### config.mk
export PLATFORM = sky130hd
export DESIGN_NAME = met_map
export DESIGN_NICKNAME = d
export VERILOG_FILES = /design/src/sv/met_pkg.sv /design/src/sv/met_map.sv
export SDC_FILE = /design/constraint.sdc
export NUM_CORES = 2
export LEC_CHECK = 0
export ABC_AREA = 1
export BUFFER_PORTS_ARGS = -buffer_cell sky130_fd_sc_hd__buf_4
export CAP_MARGIN = 0
export CORE_ASPECT_RATIO = 1.75
export CORE_MARGIN = 5
export CORE_UTILIZATION = 57
export DETAILED_ROUTE_END_ITERATION = 8
export PLACE_DENSITY_LB_ADDON = 0.25
export SLEW_MARGIN = 5
export SYNTH_ARGS = -nofsm -noshare
export SYNTH_HDL_FRONTEND = slang
export SYNTH_SLANG_ARGS = --single-unit
### constraint.sdc
create_clock -name i_clk -period 6.65 [get_ports i_clk]
set_clock_uncertainty 0.15 [all_clocks]
set_input_delay 0.3325 -clock i_clk [delete_from_list [all_inputs] [get_ports i_clk]]
set_output_delay 0.3325 -clock i_clk [all_outputs]
set_load 0.02 [all_outputs]
### src/sv/met_pkg.sv
// ----------------------------------------------------------------------------
// met_pkg
// Shared types and constants of the Mandelbrot escape-time unit.
// ----------------------------------------------------------------------------
package met_pkg;

    // Fixed field widths
    localparam int PIX_W      = 12;
    localparam int DIM_W      = 13;
    localparam int LIMIT_W    = 16;
    localparam int STEP_W     = 32;
    localparam int ITER_OUT_W = 16;
    localparam int HUE_W      = 8;
    localparam int CFG_IDX_W  = 3;
    localparam int CFG_DATA_W = 32;

    // Largest image dimension honored; larger values are clamped
    localparam int MAX_DIM = 4096;

    // Number of iteration cells in the ring
    localparam int N_CELLS = 2;

    // Register indexes
    localparam logic [CFG_IDX_W-1:0] CFG_MAX_ITER  = 3'd0;
    localparam logic [CFG_IDX_W-1:0] CFG_WIDTH     = 3'd1;
    localparam logic [CFG_IDX_W-1:0] CFG_HEIGHT    = 3'd2;
    localparam logic [CFG_IDX_W-1:0] CFG_STEP_RE   = 3'd3;
    localparam logic [CFG_IDX_W-1:0] CFG_STEP_IM   = 3'd4;
    localparam logic [CFG_IDX_W-1:0] CFG_CENTER_RE = 3'd5;
    localparam logic [CFG_IDX_W-1:0] CFG_CENTER_IM = 3'd6;

    // Register reset values
    localparam logic [LIMIT_W-1:0]       RST_MAX_ITER  = 16'd256;
    localparam logic [DIM_W-1:0]         RST_WIDTH     = 13'd400;
    localparam logic [DIM_W-1:0]         RST_HEIGHT    = 13'd600;
    localparam logic signed [STEP_W-1:0] RST_STEP_RE   = 32'sd503316;
    localparam logic signed [STEP_W-1:0] RST_STEP_IM   = 32'sd223696;
    localparam logic signed [STEP_W-1:0] RST_CENTER_RE = 32'sd0;
    localparam logic signed [STEP_W-1:0] RST_CENTER_IM = 32'sd0;

    // Controller states
    typedef enum logic [1:0] {
        ST_IDLE,
        ST_MAP,
        ST_RUN,
        ST_FINISH
    } t_met_state;

    // Completion status reported by one cell
    typedef struct packed {
        logic done;
        logic escaped;
    } t_met_flags;

endpackage

### src/sv/met_map.sv
// ----------------------------------------------------------------------------
// met_map
// Maps a pixel position to the complex point c in three registered steps:
// center offset, step multiply, center add with saturation.
// ----------------------------------------------------------------------------
module met_map #(
    parameter int FRAC_BITS = 26
) (
    input  logic                                   i_clk,
    input  logic                                   i_rst_n,
    input  logic                                   i_valid,
    input  logic [met_pkg::PIX_W-1:0]              i_pixel_x,
    input  logic [met_pkg::PIX_W-1:0]              i_pixel_y,
    input  logic [met_pkg::DIM_W-1:0]              i_width,
    input  logic [met_pkg::DIM_W-1:0]              i_height,
    input  logic signed [met_pkg::STEP_W-1:0]      i_step_re,
    input  logic signed [met_pkg::STEP_W-1:0]      i_step_im,
    input  logic signed [met_pkg::STEP_W-1:0]      i_center_re,
    input  logic signed [met_pkg::STEP_W-1:0]      i_center_im,
    output logic                                   o_valid,
    output logic signed [FRAC_BITS+5:0]            o_c_re,
    output logic signed [FRAC_BITS+5:0]            o_c_im
);
    import met_pkg::*;

    localparam int CW     = FRAC_BITS + 6;
    localparam int DX_W   = PIX_W + 1;
    localparam int PROD_W = DX_W + STEP_W;
    localparam int SUM_W  = PROD_W + 1;
    localparam int MW     = (SUM_W > CW) ? SUM_W : CW;
    localparam logic [31:0] MAX_DIM_V = 32'(MAX_DIM);
    localparam logic signed [CW-1:0] C_MAX = {1'b0, {(CW-1){1'b1}}};
    localparam logic signed [CW-1:0] C_MIN = {1'b1, {(CW-1){1'b0}}};

    logic [DIM_W-1:0]          w_w_cl;
    logic [DIM_W-1:0]          w_h_cl;
    logic signed [DX_W-1:0]    n_dx;
    logic signed [DX_W-1:0]    n_dy;
    logic signed [DX_W-1:0]    r_dx;
    logic signed [DX_W-1:0]    r_dy;
    logic signed [PROD_W-1:0]  r_prod_re;
    logic signed [PROD_W-1:0]  r_prod_im;
    logic signed [MW-1:0]      w_sum_re;
    logic signed [MW-1:0]      w_sum_im;
    logic signed [CW-1:0]      n_c_re;
    logic signed [CW-1:0]      n_c_im;
    logic signed [CW-1:0]      r_c_re;
    logic signed [CW-1:0]      r_c_im;
    logic                      r_va;
    logic                      r_vb;
    logic                      r_vc;

    // Clamp dimensions, signed offset from the integer half
    always_comb begin
        w_w_cl = ({19'b0, i_width} > MAX_DIM_V) ? MAX_DIM_V[DIM_W-1:0] : i_width;
        w_h_cl = ({19'b0, i_height} > MAX_DIM_V) ? MAX_DIM_V[DIM_W-1:0] : i_height;
        n_dx   = $signed({1'b0, i_pixel_x}) - $signed({1'b0, w_w_cl[DIM_W-1:1]});
        n_dy   = $signed({1'b0, i_pixel_y}) - $signed({1'b0, w_h_cl[DIM_W-1:1]});
    end

    // Center add and saturation to the component range
    always_comb begin
        w_sum_re = MW'(r_prod_re) + MW'(i_center_re);
        w_sum_im = MW'(r_prod_im) + MW'(i_center_im);
        if ((&w_sum_re[MW-1:CW-1]) || !(|w_sum_re[MW-1:CW-1])) begin
            n_c_re = w_sum_re[CW-1:0];
        end else begin
            n_c_re = w_sum_re[MW-1] ? C_MIN : C_MAX;
        end
        if ((&w_sum_im[MW-1:CW-1]) || !(|w_sum_im[MW-1:CW-1])) begin
            n_c_im = w_sum_im[CW-1:0];
        end else begin
            n_c_im = w_sum_im[MW-1] ? C_MIN : C_MAX;
        end
    end

    // Valid pipe
    always_ff @(posedge i_clk) begin
        if (!i_rst_n) begin
            r_va <= 1'b0;
            r_vb <= 1'b0;
            r_vc <= 1'b0;
        end else begin
            r_va <= i_valid;
            r_vb <= r_va;
            r_vc <= r_vb;
        end
    end

    // Data pipe
    always_ff @(posedge i_clk) begin
        if (i_valid) begin
            r_dx <= n_dx;
            r_dy <= n_dy;
        end
        if (r_va) begin
            r_prod_re <= r_dx * i_step_re;
            r_prod_im <= r_dy * i_step_im;
        end
        if (r_vb) begin
            r_c_re <= n_c_re;
            r_c_im <= n_c_im;
        end
    end

    assign o_valid = r_vc;
    assign o_c_re  = r_c_re;
    assign o_c_im  = r_c_im;

endmodule

== Word level (Yosys, flattened, before mapping) ==
Cells that the tools add are included.
W data, S select, Z words.
Word-level totals
  logic and storage cells: 31
  bits of input ports: 181
  output and inout port bits: 65
  register bits: 183
Operators by class
  multiply operators: 2
  multiplexer cells: 6
  $lt $le $gt $ge: 2
  $add $sub $neg: 4
  reductions and logical operators: 8
Operators with widths (number)
  $mux W32: 4
  $add A45 B32 Y46: 2
  $mul A13 B32 Y45: 2
  $reduce_and A15 Y1: 2
  $reduce_or A15 Y1: 2
  $gt A13 B13 Y1 const B: 2
  $mux W13: 2
  $sub A12 B12 Y13: 2
  $logic_not A1 Y1: 2
  $logic_or A1 B1 Y1: 2

== Logic depth before layout (Yosys ltp) ==
  depth in word-level cells: 5
  depth in mapped cells: 29
  depth with buffers taken out: 28

== Least setup slack after synthesis ==
No wires, ideal clock.
  path kind: register to register
  start: register r_dx[1]
  end: register r_prod_re[39] (data pin)
  data arrival time: 5383 ps
  clock period less this slack: 5786 ps
  stages on the path, launching flop included: 24
  path slack: 864 ps
  cell sequence: edfxtp_1 -> clkbuf_1 -> nand2_1 -> inv_1 -> fa_1 -> inv_1 -> fa_1 -> inv_1 -> fa_1 -> fa_1 -> fa_1 -> fa_1 -> ha_1 -> nand2_1 -> o21ai_0 -> nand2_1 -> nand2_1 -> a21oi_1 -> o21ai_0 -> a21oi_1 -> o21ai_0 -> nand2_1 -> nand3_1 -> nand2_1
On the way
  word-level cells in the longest chain between the ends: 1
Ends and longest elaborated chain
  start, declared: line met_map.sv:39  | logic signed [DX_W-1:0] r_dx;
  start signal, assigned: line met_map.sv:93  | r_dx <= n_dx;
  $mul A13 B32 Y45: line met_map.sv:97  | r_prod_re <= r_dx * i_step_re;
  end signal, assigned: line met_map.sv:97
  end, declared: line met_map.sv:41  | logic signed [PROD_W-1:0] r_prod_re;
No other way between the ends.
A chain may end at the register's enable or synchronous reset.

== Worst setup path after layout ==
  start: register r_dy[11]
  end: register r_prod_im[33] (data pin)
On the way
  word-level cells in the longest chain between the ends: 1
Ends and longest elaborated chain
  start, declared: line met_map.sv:40  | logic signed [DX_W-1:0] r_dy;
  start signal, assigned: line met_map.sv:94  | r_dy <= n_dy;
  $mul A13 B32 Y45: line met_map.sv:98  | r_prod_im <= r_dy * i_step_im;
  end signal, assigned: line met_map.sv:98
  end, declared: line met_map.sv:42  | logic signed [PROD_W-1:0] r_prod_im;
No other way between the ends.

==> impl_metrics.csv <==
group,metric,value,unit
run_status,status,"finished, final reports clean",
clock_network,cts_buffer_depth,2,
timing,tns,0,ns
timing,tightest_slew,0.963,ns
global_routing,grt_use_total,31.9,%
critical_path,worstPathArrival,6.52,ns
critical_path,crit_buf_inv,4,
detailed_routing,dr.pass1.iters,6,
global_routing,first_global_vias,39343,
final_layout,final_nets,7170,
clock_network,root_buffer,"clkbuf_16",
synthesis,ys_seq_elements,183,
synthesis,syn_nets,6992,
min_path,hold_class,"primary input to flip-flop",
critical_path,path_delay_family,"adder cells",
timing,slew_viol_final,0,
final_layout,mostFrequentLayoutCell,"nand2_1",
timing,clock.fmax,157,MHz
placed_design,hpwl,110,mm
detailed_routing,viasPerCell,5.28,
clock_network,h-tree-depth,4,
global_routing,antenna_found_initial,5,
floorplan,coreArea,0.0760,mm2
global_routing,grt.overflow.total,0,
detailed_routing,drtAntennaViolNets,0,
global_routing,grt_max_degree,66,
critical_path,slowest_stage,"edfxtp_1",
synthesis,synth_area_per_cell,7.56,um2
critical_path,path_max_fanout,8,
placed_design,place.gp.congestion,1.01,
final_layout,final_cell_mix,"nand2_1, inv_1, fa_1",
detailed_routing,routed_wl,127,mm
timing,hold_viol,0,
clock_network,cts_tree,"done",
floorplan,die-area,0.0819,mm2
final_layout,areaGrowthSynthToFinish,8.65,%
critical_path,cp.required,6.78,ns
critical_path,cpMostUsedCell,"fa_1",
critical_path,critical_path.cell_chain,"buf_4 -> nand2_1 -> inv_1 -> fa_1 -> fa_1 -> fa_1 -> fa_1 -> fa_1 -> ha_1 -> ha_1 -> nand2_1 -> nor2_1 -> inv_1 -> nor3_1 -> inv_1 -> o21ai_0 -> a31oi_1 -> xor2_1",
synthesis,synth_edf_count,180,
clock_network,clock_latency,0.53,ns
global_routing,grt_pass1_wl,204,mm
floorplan,die_w,219,um
critical_path,path_class,"flip-flop to flip-flop",
floorplan,initial_utilization,57.1,%
synthesis,yosysWarnings,0,
detailed_routing,drt_iter0_markers,2323,
detailed_routing,drc_errors,0,
run,maxCapViolCount,0,
clock_network,cts_sinks,183,
synthesis,synthesis.area,0.0434,mm2
floorplan,die_h,375,um
timing,relSlewSlack,35.8,%
placed_design,io_buffers,245,
floorplan,num_io_pins,246,
synthesis,synth.distinct_cells,51,
critical_path,cp-start-kind,"flip-flop",
critical_path,crit_path_end_kind,"flip-flop",
synthesis,ys_seq_area_share,12.6,%
detailed_routing,num_vias,36695,
synthesis,async_reset_ff_share,0,%
timing,final-setup-viol-count,0,
detailed_routing,wl_per_cell,18.3,um
critical_path,slowest_delay,0.81,ns
timing,min_period,6.39,ns
clock_network,cts_made_buffers,17,
timing,rsz0062_at_grt,"false",
floorplan,num_rows,134,
timing,timing.final.crit_share,96.1,%
synthesis,synth-main-ff-cell,"edfxtp_1",
synthesis,syn-instance-count,5741,
clock_network,path_clk_slew,0.08,ns
final_layout,drive_above_1_share,7.11,%
-- synth_stat cells (4+ instances only) --
master	number	area, um2
inv_1	1402	5260
ha_1	324	4050
nor2_2	19	119
or2_2	9	56.3
a21oi_1	179	896
and3_1	4	25.0
o211ai_1	4	30.0
xnor2_1	61	534
a21boi_0	4	30.0
edfxtp_1	180	5410
o21a_1	8	60.1
nand2_2	20	125
nand4_1	41	257
a21o_1	11	82.6
nor4_1	9	56.3
nand2_1	1882	7060
xor2_1	104	911
nor3_1	22	110
nand3b_1	5	37.5
inv_2	7	26.3
nand3_1	100	500
nor2_1	298	1120
o21bai_1	14	105
buf_6	12	135
fa_1	746	14900
a31oi_1	19	119
o21ai_0	71	355
nand3_2	7	70.1
clkbuf_1	141	529
-- cell families (layout without fill, tap and decap cells) --
family	after synthesis	after routing	synth area share (%)
fa+ha+maj	1070	1070	43.8
flops	183	183	12.6
simple gates	2431	2431	22.3
buf+inv	1565	1756	13.7
xor+xnor	165	165	3.33
other cells	0	2	0
compound gates	327	327	4.21
-- state kept, by name, indices dropped and copies added, names as in the netlist --
register and flops:
r_vb 1, o_c_im 32, o_valid 1, r_prod_re 45, r_dy 13, o_c_re 32
r_va 1, r_prod_im 45, r_dx 13
-- final cells by class --
type / instances / area (um2)
antenna: 2 / 5.00
fill: 6927 / 28800
multi-input combinational: 3993 / 32000
timing repair buffer: 313 / 2540
tap: 1020 / 1280
clock inverter: 13 / 156
inverter: 1411 / 5300
sequential: 183 / 5470
clock buffer: 19 / 433
-- per-stage QoR --
stage	instance area (um2)	std cells	hold WS, ns	setup slack [ns]	utilization [%]
global route	47100	6952	0.0876	0.0200	62.1
detailed placement	46500	6916	0.434	0.224	61.2
global placement	46500	6916	0.433	0.276	61.2
CTS	47100	6949	0.0274	0.193	62.0
floorplan	43400	5741	0.276	0.864	-
finish	47100	6954	0.0705	0.262	62.1
-- worst paths after layout --
check	startpoint	to	slack (ns)	cells past startpoint
max reg2reg	r_dy[11]	r_prod_im[33]	0.26	18
max	r_dy[11]	r_prod_im[33]	0.26	18
min reg2reg	r_prod_im[0]	o_c_im[0]	0.54	3
min	i_center_im[0]	o_c_im[0]	0.07	4
-- worst register-to-register path: cells and delay by family (launching register included) --
kind	cells	cell delay, ns
adder cells (fa/ha/maj)	7	3.05
AND/OR/NAND/NOR	4	0.85
flip-flops	1	0.81
AO/OA/AOI/OAI	2	0.61
buffers and inverters	4	0.49
XOR/XNOR	1	0.18
-- layer usage --
metal  vias up  global-route usage (%)  routed length (um)
met4         6                    21.0               10200
met2      1336                    57.7               66000
met5         -                       0                  29
met1     17635                    33.5               42900
met3       483                    5.85                8190
li1      17235                       -                   -
-- what timing repair did --
item / CTS / global route
setup buffers: 0 / 3
resized for setup: 0 / 1
hold buffers: 1 / 0
setup endpoints to repair: 0 / 7
hold endpoints to repair: 3 / 0
Power is not shown: default switching activity piles up to over one toggle a cycle in this logic, so the estimate is an artifact.
